[src/design/target_track_rate_estimator_top_defines.svh]
// Assertion macros for the concurrent checks of the top level module.
`ifndef TARGET_TRACK_RATE_ESTIMATOR_TOP_DEFINES_SVH
`define TARGET_TRACK_RATE_ESTIMATOR_TOP_DEFINES_SVH

// The consequent must hold in the same cycle as the antecedent.
`define TTRE_ASSERT_SAME(label, clk, rst_n, ante, cons, msg) \
	label: assert property (@(posedge clk) disable iff (!rst_n) (ante) |-> (cons)) \
		else $error(msg);

// The consequent must hold in the cycle after the antecedent.
`define TTRE_ASSERT_NEXT(label, clk, rst_n, ante, cons, msg) \
	label: assert property (@(posedge clk) disable iff (!rst_n) (ante) |=> (cons)) \
		else $error(msg);

`endif

[src/design/ttre_pkg.sv]
package ttre_pkg;

	// Field widths of the sample and result items.
	localparam int POS_W  = 31;
	localparam int YAW_W  = 16;
	localparam int VEL_W  = 32;
	localparam int THR_W  = 15;
	localparam int TICK_W = 10;

	// Position difference, its magnitude, and the scaled magnitude fed to the divider.
	localparam int DIFF_W = POS_W + 1;
	localparam int MAG_W  = POS_W;
	localparam int PROD_W = MAG_W + TICK_W;

	// Yaw wraps at a full turn of 360 degrees in 1/128 degree units.
	localparam int YAW_FULL_TURN = 46080;
	localparam int YAW_HALF_TURN = 23040;

	// Configuration port.
	localparam int CFG_ADDR_W = 1;
	localparam int CFG_DATA_W = THR_W;
	localparam logic [CFG_ADDR_W-1:0] CFG_TURN_THRESHOLD = 1'b0;
	localparam logic [CFG_ADDR_W-1:0] CFG_TICK_RATE      = 1'b1;

	// Turn codes as they appear on the result.
	typedef enum logic [1:0] {
		TURN_STRAIGHT = 2'd0,
		TURN_LEFT     = 2'd1,
		TURN_RIGHT    = 2'd2
	} ttre_turn_t;

	// Sequencer states of the top level.
	typedef enum logic [2:0] {
		ST_IDLE,
		ST_READ,
		ST_START,
		ST_DIV,
		ST_OUT
	} ttre_state_t;

	// Control from the sequencer to the heading unit.
	typedef struct packed {
		logic load;    // sample transfer: write delta, read the next oldest delta
		logic update;  // apply the running sum update
		logic first;   // window was empty before this sample
		logic evict;   // window was full before this sample
	} ttre_turn_ctl_t;

endpackage

[src/design/target_track_rate_estimator_top.sv]
// Channel  Direction  Payload (lowest bit first)
// s_*      in         pos_x[30:0], pos_y[61:31], pos_z[92:62], yaw[108:93], zero pad to 112
// m_*      out        vel_x[31:0], vel_y[63:32], vel_z[95:64], turn_dir[97:96],
//                     turn_decided[98], zero pad to 104
// cfg_*    in         cfg_addr 0 turn_threshold, 1 tick_rate; cfg_data low bits
//
// With two or more samples in the window the result is built in order by a scaling step,
// a divider start, 41 divider steps, a check that all three dividers have finished, and
// the output load. The next input transfer is taken once the sequencer is back in idle.
// With fewer than two samples the divider start, division and finish check are skipped.
// Reset empties the window, zeroes the held velocity and turn, and restores the registers.
// A result waiting on m_tready does not block the next input transfer, only the next result.

`include "target_track_rate_estimator_top_defines.svh"

module target_track_rate_estimator_top #(
	parameter int WINDOW_LEN = 8
) (
	input  logic                                clk,
	input  logic                                arst_n,
	input  logic                                s_tvalid,
	output logic                                s_tready,
	input  logic [111:0]                        s_tdata,   // pos_x, pos_y, pos_z, yaw
	output logic                                m_tvalid,
	input  logic                                m_tready,
	output logic [103:0]                        m_tdata,   // vel_x, vel_y, vel_z, turn_dir,
	                                                       // turn_decided
	input  logic                                cfg_valid,
	output logic                                cfg_ready,
	input  logic [ttre_pkg::CFG_ADDR_W-1:0]     cfg_addr,
	input  logic [ttre_pkg::CFG_DATA_W-1:0]     cfg_data
);

	localparam int AW     = $clog2(WINDOW_LEN);
	localparam int FILL_W = $clog2(WINDOW_LEN + 1);
	localparam int PW     = ttre_pkg::POS_W;
	localparam int VW     = ttre_pkg::VEL_W;
	localparam int QW     = ttre_pkg::PROD_W;

	ttre_pkg::ttre_state_t    state_q;
	ttre_pkg::ttre_state_t    state_nx;
	ttre_pkg::ttre_turn_ctl_t turn_ctl;
	ttre_pkg::ttre_turn_t     turn_new;
	ttre_pkg::ttre_turn_t     turn_q;

	logic [AW-1:0]     wp_q;
	logic [AW-1:0]     wp_inc;
	logic [AW-1:0]     rd_addr;
	logic [FILL_W-1:0] fill_q;
	logic              full_prev;
	logic              first_q;
	logic              evict_q;
	logic              accept;
	logic              div_start;
	logic              out_free;
	logic              out_load;
	logic              two_plus;
	logic              full_now;

	logic [ttre_pkg::THR_W-1:0]  thr_q;
	logic [ttre_pkg::TICK_W-1:0] tick_q;

	logic [3*PW-1:0] pos_mem [WINDOW_LEN];
	logic [3*PW-1:0] pos_rd_q;
	logic [3*PW-1:0] newest_q;

	logic [QW-1:0] mag_s2 [3];
	logic [2:0]    neg_s2;
	logic [QW-1:0] quo [3];
	logic [2:0]    div_busy;
	logic [VW-1:0] vel_q [3];
	logic          m_tvalid_q;
	logic          decided_q;

	// Saturate a signed quotient, given as magnitude and sign, to 32 bits.
	function automatic logic [VW-1:0] sat_vel(logic [QW-1:0] q, logic neg);
		logic [VW-1:0] res;
		if (!neg) begin
			res = (q > QW'({1'b0, {(VW-1){1'b1}}})) ? {1'b0, {(VW-1){1'b1}}} : q[VW-1:0];
		end else begin
			res = (q > QW'({1'b1, {(VW-1){1'b0}}})) ? {1'b1, {(VW-1){1'b0}}} :
				(~q[VW-1:0] + VW'(1));
		end
		return res;
	endfunction

	// Window pointers: the oldest entry after this sample is the slot after the write slot
	// when the window was already full, and slot zero while it fills.
	always_comb begin
		wp_inc    = (wp_q == AW'(WINDOW_LEN - 1)) ? '0 : wp_q + AW'(1);
		full_prev = fill_q == FILL_W'(WINDOW_LEN);
		rd_addr   = full_prev ? wp_inc : '0;
		two_plus  = fill_q >= FILL_W'(2);
		full_now  = fill_q == FILL_W'(WINDOW_LEN);
		out_free  = !m_tvalid_q || m_tready;
	end

	// Next state.
	always_comb begin
		state_nx = state_q;
		unique case (state_q)
			ttre_pkg::ST_IDLE:  if (s_tvalid) state_nx = ttre_pkg::ST_READ;
			ttre_pkg::ST_READ:  state_nx = two_plus ? ttre_pkg::ST_START : ttre_pkg::ST_OUT;
			ttre_pkg::ST_START: state_nx = ttre_pkg::ST_DIV;
			ttre_pkg::ST_DIV:   if (div_busy == 3'b000) state_nx = ttre_pkg::ST_OUT;
			ttre_pkg::ST_OUT:   if (out_free) state_nx = ttre_pkg::ST_IDLE;
			default:            state_nx = ttre_pkg::ST_IDLE;
		endcase
	end

	// State outputs.
	always_comb begin
		s_tready        = state_q == ttre_pkg::ST_IDLE;
		accept          = s_tvalid && s_tready;
		div_start       = state_q == ttre_pkg::ST_START;
		out_load        = (state_q == ttre_pkg::ST_OUT) && out_free;
		turn_ctl.load   = accept;
		turn_ctl.update = state_q == ttre_pkg::ST_READ;
		turn_ctl.first  = first_q;
		turn_ctl.evict  = evict_q;
	end

	// Sequencer state, window pointer and fill count.
	always_ff @(posedge clk or negedge arst_n) begin
		if (!arst_n) begin
			state_q <= ttre_pkg::ST_IDLE;
			wp_q    <= '0;
			fill_q  <= '0;
			first_q <= 1'b0;
			evict_q <= 1'b0;
		end else begin
			state_q <= state_nx;
			if (accept) begin
				wp_q    <= wp_inc;
				first_q <= fill_q == '0;
				evict_q <= full_prev;
				if (!full_prev) begin
					fill_q <= fill_q + FILL_W'(1);
				end
			end
		end
	end

	// Config registers; the user keeps writes to idle gaps between samples, unenforced.
	assign cfg_ready = 1'b1;

	always_ff @(posedge clk or negedge arst_n) begin
		if (!arst_n) begin
			thr_q  <= ttre_pkg::THR_W'(128);
			tick_q <= ttre_pkg::TICK_W'(60);
		end else if (cfg_valid && cfg_ready) begin
			unique case (cfg_addr)
				ttre_pkg::CFG_TURN_THRESHOLD: thr_q <= cfg_data;
				ttre_pkg::CFG_TICK_RATE:      tick_q <= cfg_data[ttre_pkg::TICK_W-1:0];
				default:                      thr_q <= thr_q;
			endcase
		end
	end

	// Position memory: write the new sample and read the oldest one on the same transfer.
	always_ff @(posedge clk) begin
		if (accept) begin
			pos_mem[wp_q] <= s_tdata[3*PW-1:0];
			pos_rd_q      <= pos_mem[rd_addr];
			newest_q      <= s_tdata[3*PW-1:0];
		end
	end

	// Per axis: newest minus oldest, scaled by the tick rate, then divided by count - 1.
	for (genvar k = 0; k < 3; k++) begin : g_axis
		logic signed [ttre_pkg::DIFF_W-1:0] diff;
		logic [ttre_pkg::DIFF_W-1:0]        mag;

		always_comb begin
			diff = {newest_q[k*PW+PW-1], newest_q[k*PW +: PW]}
				- {pos_rd_q[k*PW+PW-1], pos_rd_q[k*PW +: PW]};
			mag  = diff[ttre_pkg::DIFF_W-1] ? -diff : diff;
		end

		always_ff @(posedge clk) begin
			if (state_q == ttre_pkg::ST_READ) begin
				mag_s2[k] <= QW'(mag[ttre_pkg::MAG_W-1:0]) * QW'(tick_q);
				neg_s2[k] <= diff[ttre_pkg::DIFF_W-1];
			end
		end

		ttre_div #(
			.NUM_W(QW),
			.DEN_W(AW)
		) u_div (
			.clk   (clk),
			.arst_n(arst_n),
			.start (div_start),
			.num   (mag_s2[k]),
			.den   (AW'(fill_q - FILL_W'(1))),
			.busy  (div_busy[k]),
			.quo   (quo[k])
		);
	end

	// Heading unit: delta memory and running sum.
	ttre_turn #(
		.WINDOW_LEN(WINDOW_LEN)
	) u_turn (
		.clk    (clk),
		.arst_n (arst_n),
		.ctl    (turn_ctl),
		.wr_addr(wp_q),
		.rd_addr(rd_addr),
		.yaw    (s_tdata[3*PW +: ttre_pkg::YAW_W]),
		.thr    (thr_q),
		.turn   (turn_new)
	);

	// Output register; it also holds the last velocity and turn between updates.
	always_ff @(posedge clk or negedge arst_n) begin
		if (!arst_n) begin
			m_tvalid_q <= 1'b0;
			decided_q  <= 1'b0;
			turn_q     <= ttre_pkg::TURN_STRAIGHT;
			vel_q[0]   <= '0;
			vel_q[1]   <= '0;
			vel_q[2]   <= '0;
		end else if (out_load) begin
			m_tvalid_q <= 1'b1;
			decided_q  <= full_now;
			if (full_now) begin
				turn_q <= turn_new;
			end
			if (two_plus) begin
				vel_q[0] <= sat_vel(quo[0], neg_s2[0]);
				vel_q[1] <= sat_vel(quo[1], neg_s2[1]);
				vel_q[2] <= sat_vel(quo[2], neg_s2[2]);
			end
		end else if (m_tready) begin
			m_tvalid_q <= 1'b0;
		end
	end

	assign m_tvalid = m_tvalid_q;
	assign m_tdata  = {5'b00000, decided_q, turn_q, vel_q[2], vel_q[1], vel_q[0]};

	// A transfer always leads straight into the memory read cycle.
	`TTRE_ASSERT_NEXT(a_accept_read, clk, arst_n, accept, state_q == ttre_pkg::ST_READ,
		"sample transfer not followed by the read cycle")
	// The fill count never passes the window length.
	`TTRE_ASSERT_SAME(a_fill_bound, clk, arst_n, 1'b1, fill_q <= FILL_W'(WINDOW_LEN),
		"fill count beyond window length")
	// A decided turn is only shown with a full window.
	`TTRE_ASSERT_SAME(a_decided_full, clk, arst_n, m_tvalid_q && decided_q, full_now,
		"turn decided with a window that is not full")
	// The dividers have finished before the result is loaded.
	`TTRE_ASSERT_SAME(a_div_idle_out, clk, arst_n, state_q == ttre_pkg::ST_OUT,
		div_busy == 3'b000, "result stage reached while a divider runs")

endmodule

[src/design/ttre_div.sv]
module ttre_div #(
	parameter int NUM_W = 41,
	parameter int DEN_W = 3
) (
	input  logic             clk,
	input  logic             arst_n,
	input  logic             start,
	input  logic [NUM_W-1:0] num,
	input  logic [DEN_W-1:0] den,
	output logic             busy,
	output logic [NUM_W-1:0] quo
);

	localparam int CNT_W = $clog2(NUM_W + 1);

	logic             busy_q;
	logic [CNT_W-1:0] cnt_q;
	logic [DEN_W-1:0] den_q;
	logic [DEN_W-1:0] rem_q;
	logic [NUM_W-1:0] quo_q;
	logic [DEN_W:0]   trial;
	logic             fits;
	logic [DEN_W:0]   diff;

	// One restoring step: shift in the next numerator bit and try the divisor.
	always_comb begin
		trial = {rem_q, quo_q[NUM_W-1]};
		fits  = trial >= {1'b0, den_q};
		diff  = trial - {1'b0, den_q};
	end

	// Step counter and busy flag.
	always_ff @(posedge clk or negedge arst_n) begin
		if (!arst_n) begin
			busy_q <= 1'b0;
			cnt_q  <= '0;
		end else if (start) begin
			busy_q <= 1'b1;
			cnt_q  <= CNT_W'(NUM_W);
		end else if (busy_q) begin
			cnt_q <= cnt_q - CNT_W'(1);
			if (cnt_q == CNT_W'(1)) begin
				busy_q <= 1'b0;
			end
		end
	end

	// Remainder and quotient shift register; the numerator enters in the quotient slot.
	always_ff @(posedge clk) begin
		if (start) begin
			den_q <= den;
			rem_q <= '0;
			quo_q <= num;
		end else if (busy_q) begin
			rem_q <= fits ? diff[DEN_W-1:0] : trial[DEN_W-1:0];
			quo_q <= {quo_q[NUM_W-2:0], fits};
		end
	end

	assign busy = busy_q;
	assign quo  = quo_q;

endmodule

[src/design/ttre_turn.sv]
module ttre_turn #(
	parameter int WINDOW_LEN = 8
) (
	input  logic                                 clk,
	input  logic                                 arst_n,
	input  ttre_pkg::ttre_turn_ctl_t             ctl,
	input  logic [$clog2(WINDOW_LEN)-1:0]        wr_addr,
	input  logic [$clog2(WINDOW_LEN)-1:0]        rd_addr,
	input  logic signed [ttre_pkg::YAW_W-1:0]    yaw,
	input  logic [ttre_pkg::THR_W-1:0]           thr,
	output ttre_pkg::ttre_turn_t                 turn
);

	localparam int YW     = ttre_pkg::YAW_W;
	localparam int LW     = $clog2(WINDOW_LEN);
	localparam int DSUM_W = YW + LW;
	localparam int CMP_W  = DSUM_W + 1;
	localparam logic signed [YW:0] HALF = (YW + 1)'(ttre_pkg::YAW_HALF_TURN);
	localparam logic signed [YW:0] FULL = (YW + 1)'(ttre_pkg::YAW_FULL_TURN);

	logic signed [YW-1:0]     delta_mem [WINDOW_LEN];
	logic signed [YW-1:0]     last_yaw_q;
	logic signed [YW-1:0]     drop_q;
	logic signed [YW-1:0]     add_q;
	logic signed [DSUM_W-1:0] sum_q;
	logic signed [YW:0]       yaw_diff;
	logic signed [YW:0]       yaw_wrap;
	logic signed [DSUM_W-1:0] add_ext;
	logic signed [DSUM_W-1:0] drop_ext;
	logic signed [CMP_W-1:0]  sum_ext;
	logic signed [CMP_W-1:0]  limit;

	// Heading change since the previous sample, brought into (-half turn, half turn].
	always_comb begin
		yaw_diff = {yaw[YW-1], yaw} - {last_yaw_q[YW-1], last_yaw_q};
		if (yaw_diff > HALF) begin
			yaw_wrap = yaw_diff - FULL;
		end else if (yaw_diff <= -HALF) begin
			yaw_wrap = yaw_diff + FULL;
		end else begin
			yaw_wrap = yaw_diff;
		end
	end

	// Delta memory: each entry holds the wrapped change that brought in its sample.
	always_ff @(posedge clk) begin
		if (ctl.load) begin
			delta_mem[wr_addr] <= yaw_wrap[YW-1:0];
			drop_q             <= delta_mem[rd_addr];
			add_q              <= yaw_wrap[YW-1:0];
			last_yaw_q         <= yaw;
		end
	end

	assign add_ext  = {{(DSUM_W - YW){add_q[YW-1]}}, add_q};
	assign drop_ext = {{(DSUM_W - YW){drop_q[YW-1]}}, drop_q};

	// Running sum over the deltas of every sample in the window except the oldest.
	always_ff @(posedge clk or negedge arst_n) begin
		if (!arst_n) begin
			sum_q <= '0;
		end else if (ctl.update) begin
			priority if (ctl.evict) begin
				sum_q <= sum_q - drop_ext + add_ext;
			end else if (!ctl.first) begin
				sum_q <= sum_q + add_ext;
			end else begin
				sum_q <= sum_q;
			end
		end
	end

	// Compare the sum against the threshold scaled by the number of deltas.
	always_comb begin
		sum_ext = {sum_q[DSUM_W-1], sum_q};
		limit   = $signed(CMP_W'(thr) * CMP_W'(WINDOW_LEN - 1));
		priority if (sum_ext > limit) begin
			turn = ttre_pkg::TURN_LEFT;
		end else if (sum_ext < -limit) begin
			turn = ttre_pkg::TURN_RIGHT;
		end else begin
			turn = ttre_pkg::TURN_STRAIGHT;
		end
	end

endmodule

[config.mk]
export PLATFORM = sky130hd
export DESIGN_NAME = target_track_rate_estimator_top
export DESIGN_NICKNAME = d
export VERILOG_FILES = /design/src/design/ttre_pkg.sv /design/src/design/target_track_rate_estimator_top.sv /design/src/design/ttre_div.sv /design/src/design/ttre_turn.sv
export VERILOG_INCLUDE_DIRS = /design/src /design/src/design
export SDC_FILE = /design/constraint.sdc
export NUM_CORES = 2
export LEC_CHECK = 0
export BUFFER_PORTS_ARGS = -buffer_cell sky130_fd_sc_hd__buf_2
export CORE_MARGIN = 2
export CORE_UTILIZATION = 55
export DETAILED_ROUTE_END_ITERATION = 16
export PLACE_DENSITY = 0.74
export REMOVE_ABC_BUFFERS = 1
export SLEW_MARGIN = 20
export SYNTH_ARGS = -nofsm -noshare
export SYNTH_HDL_FRONTEND = slang
export SYNTH_HIERARCHICAL = 1
export SYNTH_SLANG_ARGS = --single-unit
[constraint.sdc]
create_clock -name clk -period 12.7 [get_ports clk]
set_input_delay 0.635 -clock clk [delete_from_list [all_inputs] [get_ports clk]]
set_output_delay 0.635 -clock clk [all_outputs]
set_load 0.005 [all_outputs]
Word level (Yosys, flattened, before mapping)
Memories as Yosys holds them, arrays and structs flattened. A register that Yosys moved wholly into a read port is not among the register bits. Index checks and enable logic that the tools add are counted.

Register bits: 440. Latch bits: 0. RAM bits: 995. Memory bits (read-only): 0. Output and inout bits: 107. Logic and storage cells: 170. Memories kept: 3.

Add/sub/neg operators: 25. $mul: 4. Divide/modulo/power cells: 0. $lt $le $gt $ge: 14. Equality and inequality tests: 13. Shift-type cells: 0. Multiplexer cells: 55. Bitwise logic cells: 5. Reductions and logical operators: 18.

Memory list: pos_mem (words 8, width 93, read ports 1, clocked after memory_dff 1, write ports 1, RTL line target_track_rate_estimator_top.sv:63) `logic [3*PW-1:0] pos_mem [WINDOW_LEN];`; u_turn.delta_mem (words 8, width 16, read ports 1, clocked after memory_dff 1, write ports 1, RTL line ttre_turn.sv:21) `logic signed [YW-1:0] delta_mem [WINDOW_LEN];`; mag_s2 (words 3, width 41, read ports 3, clocked after memory_dff 0, write ports 3, RTL line target_track_rate_estimator_top.sv:67) `logic [QW-1:0] mag_s2 [3];`.

Operators with widths (count): 32-bit 2-to-1 mux (9); 41-bit 2-to-1 mux (6); 41-bit by 31-bit > comparator with 1-bit output (second input constant) (3); 41-bit by 32-bit > comparator with 1-bit output (second input constant) (3); 31-bit by 10-bit multiplier with 41-bit output (3); 32-bit by 1-bit adder with 32-bit output (second input constant) (3); 32-bit inverter (3); 31-bit by 31-bit subtractor with 32-bit output (3); 31-bit 2-to-1 mux (3); 31-bit negation (3); 19-bit by 16-bit adder with 19-bit output (2); 19-bit 2-to-1 mux (2); 6-bit 2-to-1 mux (6); 16-bit 2-to-1 mux (2); 3-bit 2-to-1 mux (9); 19-bit by 20-bit < comparator with 1-bit output (1); 18-bit negation with 20-bit output (1); 19-bit > comparator (1); 19-bit by 16-bit subtractor with 19-bit output (1); 6-bit by 1-bit == test with 1-bit output (second input constant) (3); 15-bit by 3-bit multiplier with 18-bit output (second input constant) (1); 6-bit by 1-bit subtractor with 6-bit output (second input constant) (3); 17-bit by 16-bit > comparator with 1-bit output (second input constant) (1); 17-bit by 16-bit <= comparator with 1-bit output (second input constant) (1); other kinds (27) (61).

Longest topological paths before layout
Depth in word-level cells: 5. Mapped depth: 38. Gate-level depth less buffers: 35.

Hierarchy
Netlist, hierarchy kept.

By module, submodules not included: target_track_rate_estimator_top (instances 1, cells each 7774, area an instance 83356.2 um^2); ttre_turn (instances 1, cells each 1076, area an instance 12678.4 um^2); ttre_div (instances 3, cells each 159, area an instance 2437.3 um^2).

Worst setup path before layout
OpenSTA, ideal clock, no wires.

Path kind: reg2reg. From: reg state_q[2]. To: mem pos_mem[5][0] in the netlist's numbering, enable pin. Library setup time: 680 ps. Arrival: 11452 ps. Data required time: 12020 ps. Path slack: 568 ps. Stages on the path, launching flop included: 6. Path buffers: 0. Cells stage by stage: dfrtp_1 nor3_1 nand2_1 clkinv_1 nand2_1 nor3b_1.

Longest elaborated chain between the ends: 4.

RTL lines: from (decl) (RTL line target_track_rate_estimator_top.sv:40) `ttre_pkg::ttre_state_t state_q;`; from (signal assigned) (RTL line target_track_rate_estimator_top.sv:126) `state_q <= ttre_pkg::ST_IDLE;`; from (signal assigned) (RTL line target_track_rate_estimator_top.sv:132) `state_q <= state_nx;`; 3-bit zero test (RTL line target_track_rate_estimator_top.sv:113) `s_tready = state_q == ttre_pkg::ST_IDLE;`; via s_tready (RTL line target_track_rate_estimator_top.sv:22) `output logic s_tready,`; 1-bit logical AND (RTL line target_track_rate_estimator_top.sv:114) `accept = s_tvalid && s_tready;`; via accept (RTL line target_track_rate_estimator_top.sv:53) `logic accept;`; 1-bit 2-to-1 mux (RTL line target_track_rate_estimator_top.sv:162) `if (accept) begin`; 1-bit 2-to-1 mux (not written as such) (RTL line target_track_rate_estimator_top.sv:163) `pos_mem[wp_q] <= s_tdata[3*PW-1:0];`; to (decl) (RTL line target_track_rate_estimator_top.sv:63).

The timed path passes the listed nets, and every way through them passes these cells.

==> results.md <==
- Layout cells sized above 1: 0.111
- H-Tree Depth: 4
- Ys flop type: edfxtp_1
- Synth area leader: edfxtp_1
- Max Fclk: 0.0908 GHz
- DRT Pass-1 Iters: 6
- WP data required: 13240 ps
- Status: finished, final reports clean
- Fillcell total: 14600
- Avg Cell Area, Syn: 11.1 µm²
- Core area: 0.187 mm²
- Initial Utilization: 0.552
- Fin crit share: 0.868
- Yosys reg bits: 1550
- Critical Path AT: 11560 ps
- Critical path fanouts, max: 20
- GRT Total Usage: 0.270
- Clk_lat worst skew: 850 ps
- Slowest-stage cell, CP: a2111oi_2
- Drt drc: 0
- Antenna violations before repair: 38
- Crit path time final: 11020 ps
- Die area: 0.191 mm²
- Final hold vios: 0
- Final setup viols: 0
- Vias: 73000
- Clock sink count: 1550
- Share of the synthesized area in the top cell type: 0.396
- Register area share after synthesis: 0.441
- Layout Area Growth over Synthesis: 9.29%
- DRT antenna net count: 0
- Global-route wire length before repair: 408000 µm
- Critical path class: register to register
- Root Driver: clkbuf_16
- Number of flops mapped to enable cells by yosys: 1364
- Worst-margin pin slew: 1200 ps
- Hold Worst Slack: 57.7 ps
- GRT Residual Overflow: 0
- Post-CTS Repair Setup Buffers: 0
- Max Slew Vio Count: 0
- Clk slew on worst S/H paths: 60 ps
- Starting DRT DRC Count: 7315
- Die Ht: 437 µm
- Placed Cells: 11700
- Num rows: 159
- Synthesized instance count: 9327
- Startpoint types: register
- CP endpoint kind: register
- Hold Path Class: primary input to register
- Final Skew: 67.1 ps
- Total CTS buffers: 162
- Async SR Flop Fraction: 0.114
- Nets: 10800
- Port bufs: 230
- CTS Buffer Depth: 3
- Die X: 437 µm
- Post-DP HPWL: 174000 µm
- Final Non-Filler Cells: 12100
- CP max stage delay: 550 ps
- Vias in the first global route: 73200
- Vias/cell: 6.05
- Fin util: 0.603
- Routed wire length: 259000 µm
- Top cells by area, synth: edfxtp_1 (40%), fa_1 (14%), ha_1 (5.6%)
- Wire per inst: 21.4 µm
- CTS tree: done
- RePlAce Congestion: 0.908
- Area of the mapped netlist: 0.103 mm²
- I/O pin cnt: 240
- Unrepaired setup endpoints after global routing: false
- Worst rel slew slack: 0.195
- Fin Setup TNS: 0 ps
- Max_cap viols: 0
- Synthesis warning total: 6
- Netlist cell types: 113
- Largest net degree at the start of global routing: 173
## cell type report
type | count | area, µm² | area share
Inverter | 943 | 3560 | 0.0315
Timing Repair Buffer | 379 | 2410 | 0.0213
Tap cell | 2495 | 3120 | 0.0276
Sequential cell | 1550 | 45600 | 0.404
Clock buffer | 197 | 4260 | 0.0377
Multi-Input combinational cell | 6402 | 52800 | 0.467
Antenna cell | 11 | 27.5 | 0.000244
Clock inverter | 104 | 1190 | 0.0106
## registers in the layout, indices dropped and copies added (netlist names), 10 cells and up
register	flops
newest_q	93
pos_rd_q	93
g_axis.u_div/cnt_q	18
u_turn/delta_mem	128
m_tdata	96
pos_mem	744
tick_q	10
u_turn/last_yaw_q	16
u_turn/sum_q	19
thr_q	15
u_turn/add_q	16
mag_s2	123
g_axis.u_div/quo	123
u_turn/drop_q	16
## placed cells by master, fill, tap and decap left out, types with 85 or more instances in the layout
master | Yosys | routed
mux2_2 | 186 | 186
buf_4 | 8 | 121
and2_1 | 244 | 244
a221oi_1 | 102 | 102
nor2b_1 | 226 | 225
o21a_1 | 85 | 85
a21o_1 | 157 | 157
buf_2 | 17 | 229
edfxtp_1 | 1364 | 1364
a21oi_1 | 331 | 331
xnor2_1 | 198 | 194
fa_1 | 731 | 731
nor3_1 | 149 | 141
dfrtp_1 | 172 | 166
a311oi_1 | 91 | 91
xor2_1 | 107 | 103
nand2_1 | 1150 | 1147
o21ai_0 | 283 | 282
ha_1 | 462 | 461
a31o_2 | 101 | 101
nand2b_1 | 161 | 161
clkbuf_16 | 0 | 162
nand3_1 | 317 | 317
nor2_1 | 331 | 322
inv_1 | 936 | 936
## cells in the mapped netlist, types with 21 or more instances
cell type	n
a21oi_1	331
a31oi_1	61
buf_1	27
or4_1	22
a311oi_1	91
mux4_2	32
a31o_2	101
and2_1	244
nand2b_1	161
nor2_1	331
a211oi_1	54
a21boi_0	40
o22a_1	21
o31ai_1	54
nor3b_1	39
nor3_1	149
xnor2_1	198
o211ai_1	33
a221oi_1	102
and3_1	48
nand3_1	317
nor2b_1	226
nand2_1	1150
a21o_1	157
inv_1	936
xor2_1	107
o21bai_1	35
fa_1	731
o21a_1	85
o21ai_0	283
nand4_1	57
edfxtp_1	1364
ha_1	462
dfrtp_1	172
mux2_2	186
nor4_1	54
or2_2	36
clkbuf_1	383
o22ai_1	25
or3_1	63
## final timing paths
path	startpoint	end	slack, ps	depth (start not counted)
worst max register to register	pos_rd_q[63]$_DFFE_PP_	mag_s2[0][121]$_DFFE_PP_	1680	35
worst max-delay path	pos_rd_q[63]$_DFFE_PP_	mag_s2[0][121]$_DFFE_PP_	1680	35
min in group asynchronous	arst_n	m_tdata[64]$_DFFE_PN0P_	370	2
max in group asynchronous	arst_n	tick_q[7]$_DFFE_PN0P_	10200	4
worst min register to register	g_axis[2].u_div/rem_q[2]$_SDFFE_PP0P_	g_axis[2].u_div/rem_q[2]$_SDFFE_PP0P_	460	2
worst min-delay path	s_tdata[89]	pos_mem[3][89]$_DFFE_PP_	60	1
## cell families (layout without fill, tap and decap cells)
| family | after synthesis | after routing | share of synthesized area |
|---|---|---|---|
| xor gates and xnor gates | 305 | 305 | 0.0258 |
| buffers and inverters | 1379 | 1623 | 0.0507 |
| AOI/OAI and AO/OA | 1683 | 1683 | 0.114 |
| and+or+nand+nor | 2977 | 2977 | 0.142 |
| muxes | 238 | 238 | 0.0292 |
| DFF | 1550 | 1550 | 0.441 |
| other | 2 | 17 | 0.0000727 |
| adders and majority gates | 1193 | 1193 | 0.198 |
## per-layer routing
metal / global-route usage / wire (µm) / share of wire
met5: 0 / 240 / 0.00093
met4: 0.0894 / 7730 / 0.030
met3: 0.0453 / 21400 / 0.083
met2: 0.435 / 121000 / 0.47
met1: 0.373 / 108000 / 0.42
## worst max-delay path: cells and delay by family, from the launching register on
kind,cells,cell delay (ps)
adder cells (fa/ha/maj),7,3200
AND/OR/NAND/NOR,4,960
buffers and inverters,6,800
flip-flops,1,420
XOR/XNOR,1,90
AO/OA/AOI/OAI,17,5240
## timing repair
action                    4_1_cts  5_1_grt
hold buffers                   22        0
hold endpoints to repair       85        0
resized for setup               0        0
## per-stage QoR
step                area (µm²)  setup slack (ps)
floorplan               102000             -1270
global placement        107000              1800
detailed placement      107000              1640
CTS                     113000              1580
global route            113000              1100
finish                  113000              1680
Power is not shown: default switching activity piles up to over one toggle a cycle in this logic, so the estimate is an artifact.
